File: config.mk
export PLATFORM = sky130hd
export DESIGN_NAME = escape_key_decoder_cursor_control_top
export DESIGN_NICKNAME = d
export VERILOG_FILES = /design/src/sv/ekd_pkg.sv /design/src/sv/ekd_decoder.sv /design/src/sv/ekd_cursor.sv /design/src/sv/escape_key_decoder_cursor_control_top.sv
export SDC_FILE = /design/constraint.sdc
export NUM_CORES = 1
export LEC_CHECK = 0
export BUFFER_PORTS_ARGS = -buffer_cell sky130_fd_sc_hd__buf_4
export CAP_MARGIN = 20
export CELL_PAD_IN_SITES_DETAIL_PLACEMENT = 1
export CELL_PAD_IN_SITES_GLOBAL_PLACEMENT = 1
export CORE_MARGIN = 3
export CORE_UTILIZATION = 35
export CTS_CLUSTER_SIZE = 24
export DETAILED_ROUTE_END_ITERATION = 16
export MAX_ROUTING_LAYER = met4
export PLACE_DENSITY_LB_ADDON = 0.1
export SLEW_MARGIN = 20
export SYNTH_ARGS = -nofsm -noshare
export SYNTH_HDL_FRONTEND = slang
export SYNTH_SLANG_ARGS = --single-unit
File: constraint.sdc
create_clock -name clock -period 22.6 [get_ports clock]
set_input_delay 1.13 -clock clock [delete_from_list [all_inputs] [get_ports clock]]
set_output_delay 1.13 -clock clock [all_outputs]
set_load 0.1 [all_outputs]
File: src/sv/ekd_pkg.sv
`timescale 1ns / 1ps
// ekd_pkg: shared types for the escape key decoder with cursor control.
// Holds the key codes, the request and configuration structs and register indexes.
// No dependencies.
package ekd_pkg;

   // Decoded key codes
   typedef enum logic [3:0] {
      KEY_NONE  = 4'd0,
      KEY_LEFT  = 4'd1,
      KEY_RIGHT = 4'd2,
      KEY_UP    = 4'd3,
      KEY_DOWN  = 4'd4,
      KEY_DEL   = 4'd5,
      KEY_PGUP  = 4'd6,
      KEY_PGDN  = 4'd7,
      KEY_HOME  = 4'd8,
      KEY_END   = 4'd9,
      KEY_ESC   = 4'd10,
      KEY_PLAIN = 4'd11,
      KEY_QUIT  = 4'd12
   } key_type;

   // Configuration register indexes
   typedef enum logic [1:0] {
      CSR_SCREEN_ROWS = 2'd0,
      CSR_SCREEN_COLS = 2'd1,
      CSR_LINE_COUNT  = 2'd2
   } csr_index_type;

   // Request commands
   localparam logic CMD_BYTE    = 1'b0;
   localparam logic CMD_TIMEOUT = 1'b1;

   // Configuration register contents
   typedef struct packed {
      logic [7:0]  screen_rows;
      logic [7:0]  screen_cols;
      logic [15:0] line_count;
   } cfg_type;

   // One request as held in the input register
   typedef struct packed {
      logic       command;
      logic [7:0] byte_in;
   } req_type;

   localparam logic [7:0]  SCREEN_ROWS_RESET = 8'd24;
   localparam logic [7:0]  SCREEN_COLS_RESET = 8'd80;
   localparam logic [15:0] LINE_COUNT_RESET  = 16'd0;

endpackage

File: src/sv/ekd_decoder.sv
`timescale 1ns / 1ps
// ekd_decoder: escape sequence state machine, turns bytes and timeouts into keys.
// Depends on ekd_pkg.
module ekd_decoder
   import ekd_pkg::*;
(
   input  logic    clock,
   input  logic    reset,
   input  logic    advance,
   input  req_type req,
   output key_type key
);

   typedef enum logic [3:0] {
      PH_IDLE  = 4'b0001,
      PH_ESC   = 4'b0010,
      PH_SEQ   = 4'b0100,
      PH_TILDE = 4'b1000
   } phase_type;

   localparam logic [7:0] CH_ESC     = 8'h1B;
   localparam logic [7:0] CH_CTRL_Q  = 8'h11;
   localparam logic [7:0] CH_BRACKET = 8'h5B;
   localparam logic [7:0] CH_TILDE   = 8'h7E;
   localparam logic [7:0] CH_O       = 8'h4F;
   localparam logic [7:0] CH_A       = 8'h41;
   localparam logic [7:0] CH_B       = 8'h42;
   localparam logic [7:0] CH_C       = 8'h43;
   localparam logic [7:0] CH_D       = 8'h44;
   localparam logic [7:0] CH_F       = 8'h46;
   localparam logic [7:0] CH_H       = 8'h48;
   localparam logic [7:0] CH_1       = 8'h31;
   localparam logic [7:0] CH_3       = 8'h33;
   localparam logic [7:0] CH_4       = 8'h34;
   localparam logic [7:0] CH_5       = 8'h35;
   localparam logic [7:0] CH_6       = 8'h36;
   localparam logic [7:0] CH_7       = 8'h37;
   localparam logic [7:0] CH_8       = 8'h38;
   localparam logic [7:0] CH_9       = 8'h39;

   // Final letter of ESC [ letter
   function automatic key_type letter_key(input logic [7:0] b);
      key_type k;
      case (b)
         CH_A:    k = KEY_UP;
         CH_B:    k = KEY_DOWN;
         CH_C:    k = KEY_RIGHT;
         CH_D:    k = KEY_LEFT;
         CH_H:    k = KEY_HOME;
         CH_F:    k = KEY_END;
         default: k = KEY_ESC;
      endcase
      return k;
   endfunction

   // Digit of ESC [ digit ~
   function automatic key_type tilde_key(input logic [7:0] d);
      key_type k;
      case (d)
         CH_1, CH_7: k = KEY_HOME;
         CH_3:       k = KEY_DEL;
         CH_4, CH_8: k = KEY_END;
         CH_5:       k = KEY_PGUP;
         CH_6:       k = KEY_PGDN;
         default:    k = KEY_ESC;
      endcase
      return k;
   endfunction

   phase_type  phase_ff, phase_in;
   logic [7:0] first_ff, first_in;
   logic [7:0] second_ff, second_in;

   // Decode one request against the current phase
   always_comb begin
      phase_in  = phase_ff;
      first_in  = first_ff;
      second_in = second_ff;
      key       = KEY_NONE;
      if (req.command == CMD_TIMEOUT) begin
         if (phase_ff != PH_IDLE) begin
            key = KEY_ESC;
         end
         phase_in = PH_IDLE;
      end else begin
         case (phase_ff)
            PH_IDLE: begin
               if (req.byte_in == CH_ESC) begin
                  phase_in = PH_ESC;
               end else if (req.byte_in == CH_CTRL_Q) begin
                  key = KEY_QUIT;
               end else begin
                  key = KEY_PLAIN;
               end
            end
            PH_ESC: begin
               first_in = req.byte_in;
               phase_in = PH_SEQ;
            end
            PH_SEQ: begin
               second_in = req.byte_in;
               phase_in  = PH_IDLE;
               if (first_ff == CH_BRACKET) begin
                  if (req.byte_in inside {[CH_1:CH_9]}) begin
                     phase_in = PH_TILDE;
                  end else begin
                     key = letter_key(req.byte_in);
                  end
               end else if (first_ff == CH_O) begin
                  if (req.byte_in == CH_H) begin
                     key = KEY_HOME;
                  end else if (req.byte_in == CH_F) begin
                     key = KEY_END;
                  end else begin
                     key = KEY_ESC;
                  end
               end else begin
                  key = KEY_ESC;
               end
            end
            PH_TILDE: begin
               phase_in = PH_IDLE;
               key = (req.byte_in == CH_TILDE) ? tilde_key(second_ff) : KEY_ESC;
            end
            default: begin
               phase_in = PH_IDLE;
            end
         endcase
      end
   end

   // Advance the sequence state on each processed request
   always_ff @(posedge clock) begin
      if (reset) begin
         phase_ff  <= PH_IDLE;
         first_ff  <= '0;
         second_ff <= '0;
      end else if (advance) begin
         phase_ff  <= phase_in;
         first_ff  <= first_in;
         second_ff <= second_in;
      end
   end

   // A timeout always drops back to idle
   a_timeout_idle: assert property (@(posedge clock) disable iff (reset)
      advance && req.command == CMD_TIMEOUT |=> phase_ff == PH_IDLE)
      else $error("decoder not idle after timeout");

   // An escape byte while idle opens a sequence and yields no key
   a_esc_opens: assert property (@(posedge clock) disable iff (reset)
      advance && req.command == CMD_BYTE && phase_ff == PH_IDLE && req.byte_in == CH_ESC
      |-> key == KEY_NONE ##1 phase_ff == PH_ESC)
      else $error("escape byte did not open a sequence");

endmodule

File: src/sv/ekd_cursor.sv
`timescale 1ns / 1ps
// ekd_cursor: clamped cursor movement and view scrolling driven by decoded keys.
// Depends on ekd_pkg.
module ekd_cursor
   import ekd_pkg::*;
#(
   parameter int COL_BITS  = 8,
   parameter int LINE_BITS = 16
) (
   input  logic                 clock,
   input  logic                 reset,
   input  logic                 advance,
   input  key_type              key,
   input  cfg_type              cfg,
   output logic [COL_BITS-1:0]  col,
   output logic [LINE_BITS-1:0] line,
   output logic [LINE_BITS-1:0] view
);

   localparam int CW = (COL_BITS > 8) ? COL_BITS : 8;
   localparam int LW = (LINE_BITS > 16) ? LINE_BITS : 16;

   logic [COL_BITS-1:0]  col_ff, col_in;
   logic [LINE_BITS-1:0] line_ff, line_in;
   logic [LINE_BITS-1:0] view_ff, view_in;

   logic [7:0]           cols_m1;
   logic [CW-1:0]        col_lim_wide;
   logic [CW-1:0]        col_max_wide;
   logic [COL_BITS-1:0]  col_limit;
   logic [LW-1:0]        line_cnt_wide;
   logic [LW-1:0]        line_max_wide;
   logic [LINE_BITS-1:0] line_limit;
   logic [LINE_BITS-1:0] rows_ext;
   logic [LINE_BITS:0]   pgdn_sum;
   logic [LINE_BITS-1:0] view_min;
   logic [LINE_BITS:0]   view_end;

   // Clamp the column and line limits to the register widths
   always_comb begin
      cols_m1       = (cfg.screen_cols == 8'd0) ? 8'd0 : cfg.screen_cols - 8'd1;
      col_lim_wide  = CW'(cols_m1);
      col_max_wide  = CW'({COL_BITS{1'b1}});
      col_limit     = COL_BITS'((col_lim_wide > col_max_wide) ? col_max_wide : col_lim_wide);
      line_cnt_wide = LW'(cfg.line_count);
      line_max_wide = LW'({LINE_BITS{1'b1}});
      line_limit    = LINE_BITS'((line_cnt_wide > line_max_wide) ? line_max_wide
                                                                  : line_cnt_wide);
      rows_ext      = LINE_BITS'(cfg.screen_rows);
   end

   // Move the cursor for the key
   always_comb begin
      col_in   = col_ff;
      line_in  = line_ff;
      pgdn_sum = {1'b0, line_ff} + {1'b0, rows_ext};
      case (key)
         KEY_LEFT: begin
            if (col_ff != '0) col_in = col_ff - 1'b1;
         end
         KEY_RIGHT: begin
            if (col_ff < col_limit) col_in = col_ff + 1'b1;
         end
         KEY_UP: begin
            if (line_ff != '0) line_in = line_ff - 1'b1;
         end
         KEY_DOWN: begin
            if (line_ff < line_limit) line_in = line_ff + 1'b1;
         end
         KEY_HOME: begin
            col_in = '0;
         end
         KEY_END: begin
            col_in = col_limit;
         end
         KEY_PGUP: begin
            line_in = (line_ff >= rows_ext) ? line_ff - rows_ext : '0;
         end
         KEY_PGDN: begin
            if (line_ff < line_limit) begin
               line_in = (pgdn_sum > {1'b0, line_limit}) ? line_limit
                                                         : pgdn_sum[LINE_BITS-1:0];
            end
         end
         default: begin
         end
      endcase
   end

   // Let the view top follow the new cursor line
   always_comb begin
      view_min = (line_in < view_ff) ? line_in : view_ff;
      view_end = {1'b0, view_min} + {1'b0, rows_ext};
      view_in  = view_min;
      if (cfg.screen_rows == 8'd0) begin
         view_in = line_in;
      end else if ({1'b0, line_in} >= view_end) begin
         view_in = line_in - rows_ext + 1'b1;
      end
   end

   // Hold the cursor and view between requests
   always_ff @(posedge clock) begin
      if (reset) begin
         col_ff  <= '0;
         line_ff <= '0;
         view_ff <= '0;
      end else if (advance) begin
         col_ff  <= col_in;
         line_ff <= line_in;
         view_ff <= view_in;
      end
   end

   assign col  = col_ff;
   assign line = line_ff;
   assign view = view_ff;

   // Keys without movement leave the cursor alone
   a_no_move: assert property (@(posedge clock) disable iff (reset)
      advance && (key == KEY_NONE || key == KEY_DEL || key == KEY_ESC ||
                  key == KEY_PLAIN || key == KEY_QUIT)
      |=> $stable(col_ff) && $stable(line_ff))
      else $error("cursor moved on a non-moving key");

   // With nonzero screen rows, the cursor line always lies inside the view window
   a_in_view: assert property (@(posedge clock) disable iff (reset)
      advance && cfg.screen_rows != 8'd0
      |=> view_ff <= line_ff &&
          {1'b0, line_ff} < {1'b0, view_ff} + {1'b0, LINE_BITS'($past(cfg.screen_rows))})
      else $error("cursor line outside the view");

endmodule

File: src/sv/escape_key_decoder_cursor_control_top.sv
`timescale 1ns / 1ps
// escape_key_decoder_cursor_control_top: input register, decoder, cursor logic, result register.
// Depends on ekd_pkg, ekd_decoder and ekd_cursor.
//
//   channel  direction  handshake            payload
//   req      in         req_valid/req_ready  req_command, req_byte_in
//   rsp      out        rsp_valid/rsp_ready  rsp_key_code, rsp_cursor_col, rsp_cursor_line,
//                                            rsp_view_top, rsp_quit
//   csr      in         csr_write_en         csr_index, csr_write_data
//
// One request per cycle while the result side is not stalled; a request's result passes
// through the input register, then decode and cursor update into the result register.
// Reset returns the decoder to idle, the cursor and view to zero and the
// registers to 24 rows, 80 columns, 0 lines. A stalled result holds the input
// register, which still takes one more request before req_ready drops.
module escape_key_decoder_cursor_control_top
   import ekd_pkg::*;
#(
   parameter int COL_BITS  = 8,
   parameter int LINE_BITS = 16
) (
   input  logic                 clock,
   input  logic                 reset,
   input  logic                 req_valid,
   output logic                 req_ready,
   input  logic                 req_command,
   input  logic [7:0]           req_byte_in,
   output logic                 rsp_valid,
   input  logic                 rsp_ready,
   output logic [3:0]           rsp_key_code,
   output logic [COL_BITS-1:0]  rsp_cursor_col,
   output logic [LINE_BITS-1:0] rsp_cursor_line,
   output logic [LINE_BITS-1:0] rsp_view_top,
   output logic                 rsp_quit,
   input  logic                 csr_write_en,
   input  logic [1:0]           csr_index,
   input  logic [15:0]          csr_write_data
);

   cfg_type cfg_ff;
   logic    in_valid_ff;
   req_type in_req_ff;
   logic    out_valid_ff;
   key_type out_key_ff;
   logic    out_free;
   logic    advance;
   key_type key;

   // Configuration writes
   always_ff @(posedge clock) begin
      if (reset) begin
         cfg_ff.screen_rows <= SCREEN_ROWS_RESET;
         cfg_ff.screen_cols <= SCREEN_COLS_RESET;
         cfg_ff.line_count  <= LINE_COUNT_RESET;
      end else if (csr_write_en) begin
         case (csr_index)
            CSR_SCREEN_ROWS: cfg_ff.screen_rows <= csr_write_data[7:0];
            CSR_SCREEN_COLS: cfg_ff.screen_cols <= csr_write_data[7:0];
            CSR_LINE_COUNT:  cfg_ff.line_count  <= csr_write_data;
            default: begin
            end
         endcase
      end
   end

   // Pipeline handshake
   assign out_free  = !out_valid_ff || rsp_ready;
   assign advance   = in_valid_ff && out_free;
   assign req_ready = !in_valid_ff || out_free;

   // Input register
   always_ff @(posedge clock) begin
      if (reset) begin
         in_valid_ff <= 1'b0;
      end else if (req_ready) begin
         in_valid_ff <= req_valid;
      end
   end

   always_ff @(posedge clock) begin
      if (req_ready && req_valid) begin
         in_req_ff.command <= req_command;
         in_req_ff.byte_in <= req_byte_in;
      end
   end

   ekd_decoder u_decoder (
      .clock   (clock),
      .reset   (reset),
      .advance (advance),
      .req     (in_req_ff),
      .key     (key)
   );

   ekd_cursor #(
      .COL_BITS  (COL_BITS),
      .LINE_BITS (LINE_BITS)
   ) u_cursor (
      .clock   (clock),
      .reset   (reset),
      .advance (advance),
      .key     (key),
      .cfg     (cfg_ff),
      .col     (rsp_cursor_col),
      .line    (rsp_cursor_line),
      .view    (rsp_view_top)
   );

   // Result register; cursor fields live in the cursor block and update with it
   always_ff @(posedge clock) begin
      if (reset) begin
         out_valid_ff <= 1'b0;
      end else if (out_free) begin
         out_valid_ff <= in_valid_ff;
      end
   end

   always_ff @(posedge clock) begin
      if (advance) begin
         out_key_ff <= key;
      end
   end

   assign rsp_valid    = out_valid_ff;
   assign rsp_key_code = out_key_ff;
   assign rsp_quit     = (out_key_ff == KEY_QUIT);

   // A full pipe with a stalled result must refuse new requests
   a_backpressure: assert property (@(posedge clock) disable iff (reset)
      in_valid_ff && out_valid_ff && !rsp_ready |-> !req_ready)
      else $error("request accepted into a full pipe");

endmodule

# Word level (Yosys, flattened, before mapping)

Index checks and enable logic that the tools add are counted.

Add/subtract/negate cells: 10
Multiply operators: 0
Divide/modulo/power cells: 0
Magnitude comparators: 10
Equal/unequal tests: 37
Shift operators: 0
Multiplexer cells: 33
Bitwise logic cells: 1
Reductions and logical operators: 22

Operators with widths:

| kind                  | count |
|---|---|
| $mux 16               | 9 |
| $eq 8x7->1 const B    | 9 |
| $pmux 16 s4           | 1 |
| $eq 8x6->1 const B    | 7 |
| $mux 4                | 12 |
| $add 16x8->17         | 2 |
| $add 16x1->16 const B | 2 |
| $lt 16x16->1          | 2 |
| $mux 8                | 4 |
| $pmux 8 s4            | 1 |
| $sub 16x8->16         | 2 |
| $pmux 4 s3            | 2 |
| $pmux 4 s6            | 1 |
| $pmux 4 s5            | 1 |
| $ge 16x17->1          | 1 |
| $gt 17x16->1          | 1 |
| $eq 4x3->1 const B    | 4 |
| $eq 4x4->1 const B    | 4 |
| $eq 8x5->1 const B    | 2 |
| $ge 16x8->1           | 1 |
| $gt 16x16->1 const B  | 1 |
| $logic_not 8->1       | 2 |
| $reduce_bool 16->1    | 1 |
| $sub 16x1->16 const B | 1 |
| 26 further kinds      | 40 |

Register bits: 107
Bits in latches: 0
Bits in writable memories: 0
ROM bits: 0
Bits of input ports: 32
Output and inout port bits: 47
Word-level logic and storage cells: 127
Memories: 0

# Logic depth before layout (Yosys ltp)

Gate-level depths: netlist of run 1.

Depth in word-level cells: 15
Mapped depth: 59
Mapped depth without buffers: 54

# Cells and area by module

From an unflattened synthesis of run 1, not the netlist that was laid out.

Cells, all modules: 1428
Area, all modules: 11454.7 um^2

Modules (own cells, without submodules):

| module                                | times used | cells an instance | area an instance (um^2) | sequential area each (um^2) |
|---|---|---|---|---|
| ekd_cursor                            | 1          | 1120              | 8298.0                  | 800.8 |
| escape_key_decoder_cursor_control_top | 1          | 152               | 1828.0                  | 1071.0 |
| ekd_decoder                           | 1          | 156               | 1328.8                  | 400.4 |

# Least setup slack after synthesis of run 1

No wires, ideal clock.

Kind: flip-flop to flip-flop
Start: register u_cursor.line_ff[1] (netlist: u_cursor.line[1])
End: register u_cursor.view_ff[15] (netlist: u_cursor.view[15])
Setup time: 91 ps
Arrival time: 11418 ps
Required time: 22509 ps
Path slack: 11091 ps
Stages on the path, launching flop included: 56
Buffers on the path: 5
Clock period less this slack: 11509 ps
Cell sequence: dfxtp_1 -> inv_1 -> fa_1 -> o21bai_1 -> a21oi_1 -> o21bai_1 -> and2_1 -> nand3_1 -> xnor2_1 -> ha_1 -> nand4_1 -> or4_1 -> o32ai_1 -> a31o_2 -> and2_1 -> clkbuf_1 -> buf_1 -> clkbuf_1 -> [20 not listed] -> o21ai_0 -> a21oi_1 -> o21ai_0 -> a21oi_1 -> o21a_1 -> nor2_1 -> inv_1 -> nand2_1 -> o41ai_4 -> nand2_1 -> xnor2_1 -> ha_1 -> a2111oi_0 -> a21o_1 -> inv_1 -> o21ai_0 -> a21oi_1 -> a311oi_1

Word-level cells in the longest chain between the ends: 11
Elaborated cells on any way between the ends: 22
Classes of those cells: 7 x add/sub; 5 x order compare; 9 x mux; 1 x reduce/logical

RTL lines:

| element                       | RTL line          | RTL |
|---|---|---|
| start: declaration            | ekd_cursor.sv:24  | `logic [LINE_BITS-1:0] line_ff, line_in;` |
| start signal: assignment      | ekd_cursor.sv:110 | `line_ff <= line_in;` |
| $add 16x8->17                 | ekd_cursor.sv:56  | `pgdn_sum = {1'b0, line_ff} + {1'b0, rows_ext};` |
| $gt 17x16->1                  | ekd_cursor.sv:81  | `line_in = (pgdn_sum > {1'b0, line_limit}) ? line_limit` |
| $mux 16                       | ekd_cursor.sv:81  |  |
| $mux 16                       | ekd_cursor.sv:80  | `if (line_ff < line_limit) begin` |
| $pmux 16 s4 *                 | ekd_cursor.sv:57  | `case (key)` |
| named net u_cursor.line_in[6] | ekd_cursor.sv:24  |  |
| $lt 16x16->1                  | ekd_cursor.sv:92  | `view_min = (line_in < view_ff) ? line_in : view_ff;` |
| $mux 16                       | ekd_cursor.sv:92  |  |
| $add 16x8->17                 | ekd_cursor.sv:93  | `view_end = {1'b0, view_min} + {1'b0, rows_ext};` |
| $ge 16x17->1                  | ekd_cursor.sv:97  | `end else if ({1'b0, line_in} >= view_end) begin` |
| $mux 16 *                     | ekd_cursor.sv:97  |  |
| $mux 16 *                     | ekd_cursor.sv:95  | `if (cfg.screen_rows == 8'd0) begin` |
| end signal: assignment        | ekd_cursor.sv:111 | `view_ff <= view_in;` |
| end: declaration              | ekd_cursor.sv:25  | `logic [LINE_BITS-1:0] view_ff, view_in;` |

The timed path passes the listed nets; every way through them passes the cells marked *.
A chain may end at the register's enable or synchronous reset.

# Worst setup path after layout of run 1

Start: register u_cursor.line_ff[0] (netlist: u_cursor.line[0])
End: register u_cursor.view_ff[0] (netlist: u_cursor.view[0])

The elaborated chain is that of the path after synthesis.

==> qor.yml, run 1 <==
status: "completed"
synth_edf_count: 13
finalPower_w: 0.000784
grt_pass1_vias: 11400
nNetsFinal: 1637
hp-class: "reg2reg"
first_pass_iters: 5
cp_top_family: "compound AO/OA/AOI/OAI gates"
worstSetupPathType: "reg2reg"
crit_buf_inv: 4
final-setup-viol-count: 0
yosys.area.top_type: "dfxtp_1"
grt_first_pass_wirelength_mm: 67.1
tns_ps: 0
synth_top_area_share_pct: 17.1
max_freq_mhz: 76.2
start_kind: "flip-flop"
synth_cells: 1435
clk_pin_slew_ps: 80
dp_cells: 1859
coreArea_um2: 30800
setup_slack_ps: 9480
cts-resized-gates: 0
ir_worst_vdd_mv: 0.0578
ys.flop_type: "dfxtp_1"
cts_buffers: 9
routed_wl_mm: 42.6
die_h_um: 183
yosysWarnings: 0
final_cell_mix: "nor2_1, a21oi_1, ha_1, nand2_1, inv_1"
synthToLayoutAreaGrowth_pct: 11.5
synth.avg_cell_area_um2: 7.68
cts_setup_buffers: 0
worstMarginPinSlew_ps: 1090
ant_nets: 0
synth.yosys.seq_area_share_pct: 20.6
p_comb_share_pct: 49.0
crit_required_ps: 22850
finalCritPeriodShare_pct: 58.1
slowest_stage: "and2_1"
cts-htree-levels: 3
slew_headroom_pct: 26.7
internal_power_w: 0.000424
cap_violations: 0
fp-row-count: 64
synthesis.nets: 1597
cts_hold_buffers: 0
end_kind: "flip-flop"
wl_per_cell_um: 22.7
swShare_pct: 45.9
clockBufferDepth: 2
grt_max_degree: 65
power_frac_seq_pct: 27.9
vias: 11000
crit_path_max_fanout: 27
clock_skew_ps: 16.1
drc: 0
antenna_found_initial: 0
pre_cts_ws_ps: 9730
worstSkewPairLatency_ps: 390
syn_area_um2: 11000
drt-initial-drc-count: 581
hold_violations: 0
ios: 79
vias_per_cell: 5.89
port_buffers: 78
drive_gt1_share_pct: 11.6
pwr-share-clk_pct: 23.1
critPathArrivalTime_ps: 13370
layoutNonFillerInstCount: 1876
async_flop_share_pct: 0
grt_util_all_layers_pct: 26.3
final-max-slew-violation-count: 0
ys_ff_latch: 107
power_density_nw_per_um2: 63.8
antennaDiodeCount: 0
cts_tree: "built"
dieWidth_um: 183
utilization_pct: 39.9
root_buffer: "clkbuf_16"
dieArea_um2: 33600
post-route-min-period_ps: 13120
dp_hpwl_mm: 33.1
synth_area_leaders: "dfxtp_1, ha_1, a21oi_1"
initial_core_util_pct: 35.7
gp_congestion: 0.951
p_sw_w: 0.000360
clock-sinks: 107
rsz0062_at_grt: "no"
synth.distinct_cells: 101
leakage_nw: 4.97
grt.overflow.total: 0
slowest_delay_ps: 790
final_common_cell: "nor2_1"
-- per-layer routing --
metal	wire, µm	track usage, %
met1	19900	34.1
met2	19700	42.1
met3	1850	4.00
met4	1120	8.71
met5	0	-
-- power groups by stage --
stage	Clock (W)	Combinational, W	Sequential (W)
finish	0.000181	0.000384	0.000218
global route	0.000196	0.000419	0.000220
CTS	0.000188	0.000382	0.000219
detailed placement	0	0.000380	0.000223
global placement	0	0.000376	0.000223
floorplan	0	0.000236	0.000264
-- synthesized netlist by cell type (16+ instances only) --
master      n
ha_1      125
nand2_1   123
a211oi_1   28
o21ai_0    56
mux2i_1    23
nor4_1     16
dfxtp_1    94
a21o_1     22
clkbuf_1   48
o21a_1     21
nor3_1     48
nor2b_1    17
nand4_1    26
xnor2_1    44
nor2_1    156
inv_1     105
nand3_1    33
a21oi_1   132
-- kinds of logic after synthesis --
family                   count (synthesis)  share of synthesized area [%]
AO/OA/AOI/OAI                          420                           27.1
XOR/XNOR                                59                           4.69
adder cells (fa/ha/maj)                130                           15.1
buffers and inverters                  176                           6.39
flip-flops                             107                           20.6
multiplexers                            33                           3.18
AND/OR/NAND/NOR                        510                           22.9
-- per-stage QoR --
stage,area [µm²],hold slack [ps]
global route,12300,483
CTS,12300,459
detailed placement,12000,446
floorplan,11000,432
finish,12300,458
global placement,12000,444
-- final cells by class --
| type | count | area (µm²) |
|---|---|---|
| inverters | 109 | 419 |
| flip-flops and latches | 107 | 2270 |
| fillers | 3796 | 18500 |
| multi-input cells | 1152 | 8060 |
| well taps | 396 | 495 |
| clock buffers | 11 | 275 |
| repair buffers | 96 | 721 |
| clock inverters | 5 | 43.8 |
-- flip-flops by register name, indices dropped and copies added, names as in the netlist --
register,cells
u_cursor.view,16
in_valid_ff,1
u_decoder.first_ff,8
u_cursor.col,8
in_req_ff,9
cfg_ff,32
rsp_valid,1
u_decoder.second_ff,8
rsp_key_code,4
u_decoder.phase_ff,4
u_cursor.line,16
-- worst register-to-register path: cells and delay by family (launching register included) --
family | cells | cell delay (ps)
compound gates | 22 | 6330
simple gates | 11 | 2460
fa+ha+maj | 6 | 2100
flops | 1 | 740
mux | 2 | 570
buf+inv | 4 | 430
xor+xnor | 2 | 330
-- worst paths after layout --
path | from | end | slack [ps] | cells after the start
min reg2reg | cfg_ff[10] | cfg_ff[10] | 460 | 2
min | cfg_ff[10] | cfg_ff[10] | 460 | 2
max | u_cursor.line[0] | u_cursor.view[0] | 9480 | 47
max reg2reg | u_cursor.line[0] | u_cursor.view[0] | 9480 | 47
Note: power is estimated with default switching activity, not from simulation.
==> inputs of run 2 (changes only) <==
--- a/config.mk
+++ b/config.mk
@@ -5,6 +5,7 @@
 export SDC_FILE = /design/constraint.sdc
 export NUM_CORES = 1
 export LEC_CHECK = 0
+export ABC_AREA = 1
 export BUFFER_PORTS_ARGS = -buffer_cell sky130_fd_sc_hd__buf_4
 export CAP_MARGIN = 20
 export CELL_PAD_IN_SITES_DETAIL_PLACEMENT = 1
==> constraint.sdc (replaced) <==
create_clock -name clock -period 10.63 [get_ports clock]
set_input_delay 0.5315 -clock clock [delete_from_list [all_inputs] [get_ports clock]]
set_output_delay 0.5315 -clock clock [all_outputs]
set_load 0.1 [all_outputs]
==> qor.yml, run 2 <==
status: "completed"
fp-row-count: 64
clk_pin_slew_ps: 90
startpoint: "cfg_ff[24]"
ant_nets: 0
yosysWarnings: 0
multi_input_area_um2: 7560
synth.avg_cell_area_um2: 6.50
synth_top_area_share_pct: 17.1
clock_skew_ps: 13.0
cts_tree: "built"
leakage_nw: 5.81
crit_path_max_fanout: 28
hp-class: "in2reg"
cts_buffers: 9
cts_hold_buffers: 0
grt_first_pass_wirelength_mm: 64.7
antennaDiodeCount: 0
grt.overflow.total: 0
synth_area_leaders: "dfxtp_1, ha_1, nand2_1"
root_buffer: "clkbuf_16"
cp-endpoint: "u_cursor.view[6]"
timing.rr.start: "cfg_ff[24]"
worstSkewPairLatency_ps: 390
power_density_nw_per_um2: 145
port_buffers: 78
critPathArrivalTime_ps: 10000
synth_cells: 1689
final_common_cell: "nand2_1"
syn_area_um2: 11000
rsz0062_at_grt: "no"
vias_per_cell: 5.36
crit_required_ps: 10950
yosys-top-cells-count: "nand2_1, inv_1, a21oi_1, nor2_1, ha_1"
clockBufferDepth: 2
final_cell_mix: "nand2_1, inv_1, a21oi_1, nor2_1, ha_1"
grt_util_all_layers_pct: 25.1
slew_headroom_pct: 31.5
r2r_cells: 57
layout.area.seq_um2: 2280
vias: 11600
layoutNonFillerInstCount: 2157
synth_most_common_cell: "nand2_1"
coreArea_um2: 30700
nNetsFinal: 1918
utilization_pct: 40.3
tns_ps: 0
holdPathStages: 1
dp_cells: 2133
ys.flop_type: "dfxtp_1"
slowest_delay_ps: 430
worstMarginPinSlew_ps: 1030
final-max-slew-violation-count: 0
top_register: "cfg_ff"
dieWidth_um: 183
synthToLayoutAreaGrowth_pct: 13.0
whs_ps: 318
end_kind: "flip-flop"
antenna_found_initial: 0
clock-sinks: 107
yosys.area.top_type: "dfxtp_1"
post-route-min-period_ps: 9680
largest_register_ffs: 32
final-setup-viol-count: 0
ios: 79
synth_edf_count: 13
drive_gt1_share_pct: 11.1
r2r_setup_slack_ps: 950
ir_worst_vdd_mv: 0.0824
max_freq_mhz: 103
synth.yosys.seq_area_share_pct: 20.7
cap_violations: 0
dieArea_um2: 33500
drt-initial-drc-count: 545
worstSetupPathType: "reg2reg"
gp_congestion: 0.942
synth.distinct_cells: 57
grt_max_degree: 59
cts-htree-levels: 3
finalCritPeriodShare_pct: 91.1
async_flop_share_pct: 0
start_kind: "flip-flop"
r2r-end: "u_cursor.view[6]"
drc: 0
ys_ff_latch: 107
slowest_stage: "dfxtp_2"
grt_pass1_vias: 11700
initial_core_util_pct: 35.7
first_pass_iters: 5
wl_per_cell_um: 18.9
fillers: 4056
dp_hpwl_mm: 32.2
synthesis.nets: 1851
die_h_um: 183
routed_wl_mm: 40.9
crit_top_cell: "nand2_1"
hold_violations: 0
==> run 2: cell count changes after synthesis, sizes merged, moves of 46 or more <==
cell,change
a21oi,+46
nand2,+207
o21ai,+69
nand3,+72
inv,+145
==> run 2: routing by layer <==
layer,GRT usage (%),wire length [µm]
met2,38.7,18000
met5,-,0
met4,6.12,704
met3,3.33,1640
met1,34.9,20500
==> run 2: where the power goes <==
| group | switching (W) | total (W) | leakage, nW | internal [W] |
|---|---|---|---|---|
| logic | 0.000666 | 0.000974 | 4.77 | 0.000308 |
| clock network | 0.000188 | 0.000353 | 0.141 | 0.000164 |
| registers | 0.0000320 | 0.000467 | 0.894 | 0.000435 |
==> run 2: worst min-delay path by stage <==
stage / end / slack [ps] / from
floorplan: cfg_ff[23] / 450 / cfg_ff[23]
global placement: u_decoder.phase_ff[1] / 480 / u_decoder.phase_ff[1]
detailed placement: u_decoder.phase_ff[1] / 490 / u_decoder.phase_ff[1]
CTS: in_req_ff[6] / 300 / req_byte_in[6]
global route: in_req_ff[5] / 300 / req_byte_in[5]
finish: in_req_ff[5] / 320 / req_byte_in[5]
==> run 2: timing repair <==
action / in CTS / in global routing
setup endpoints to repair: 16 / 16
pin swaps: 0 / 2
resized for setup: 1 / 14
gates cloned: 0 / 1
buffers inserted: 0 / 6
==> run 2: kinds of logic after synthesis <==
kind of cell / share of synthesized area, %
XOR/XNOR: 4.71
flip-flops: 20.7
AND/OR/NAND/NOR: 28.0
buffers and inverters: 10.8
adder cells (fa/ha/maj): 15.2
AO/OA/AOI/OAI: 20.6
==> run 2: final cells by class <==
type	count	share of cell area [%]
Inverter	254	7.69
Tap cell	396	3.99
Timing Repair Buffer	110	6.69
Multi-Input combinational cell	1274	61.0
Sequential cell	107	18.4
Clock buffer	10	1.85
Clock inverter	6	0.454
==> run 2: per-stage QoR <==
| stage | total power, W | area [µm²] | worst slack [ps] |
|---|---|---|---|
| finish | 0.00179 | 12400 | 951 |
| detailed placement | 0.00142 | 12000 | -199 |
| CTS | 0.00179 | 12300 | 1.78 |
| global placement | 0.00141 | 12000 | 186 |
| floorplan | 0.00117 | 11000 | 726 |
| global route | 0.00193 | 12400 | 26.8 |
==> run 2: worst max-delay path, delay by kind of cell (launching register included) <==
family,cells,cell delay (ps)
adders and majority gates,7,2190
buffers and inverters,6,790
AOI/OAI and AO/OA,18,3010
DFF,1,430
and+or+nand+nor,24,2830
xor gates and xnor gates,2,340
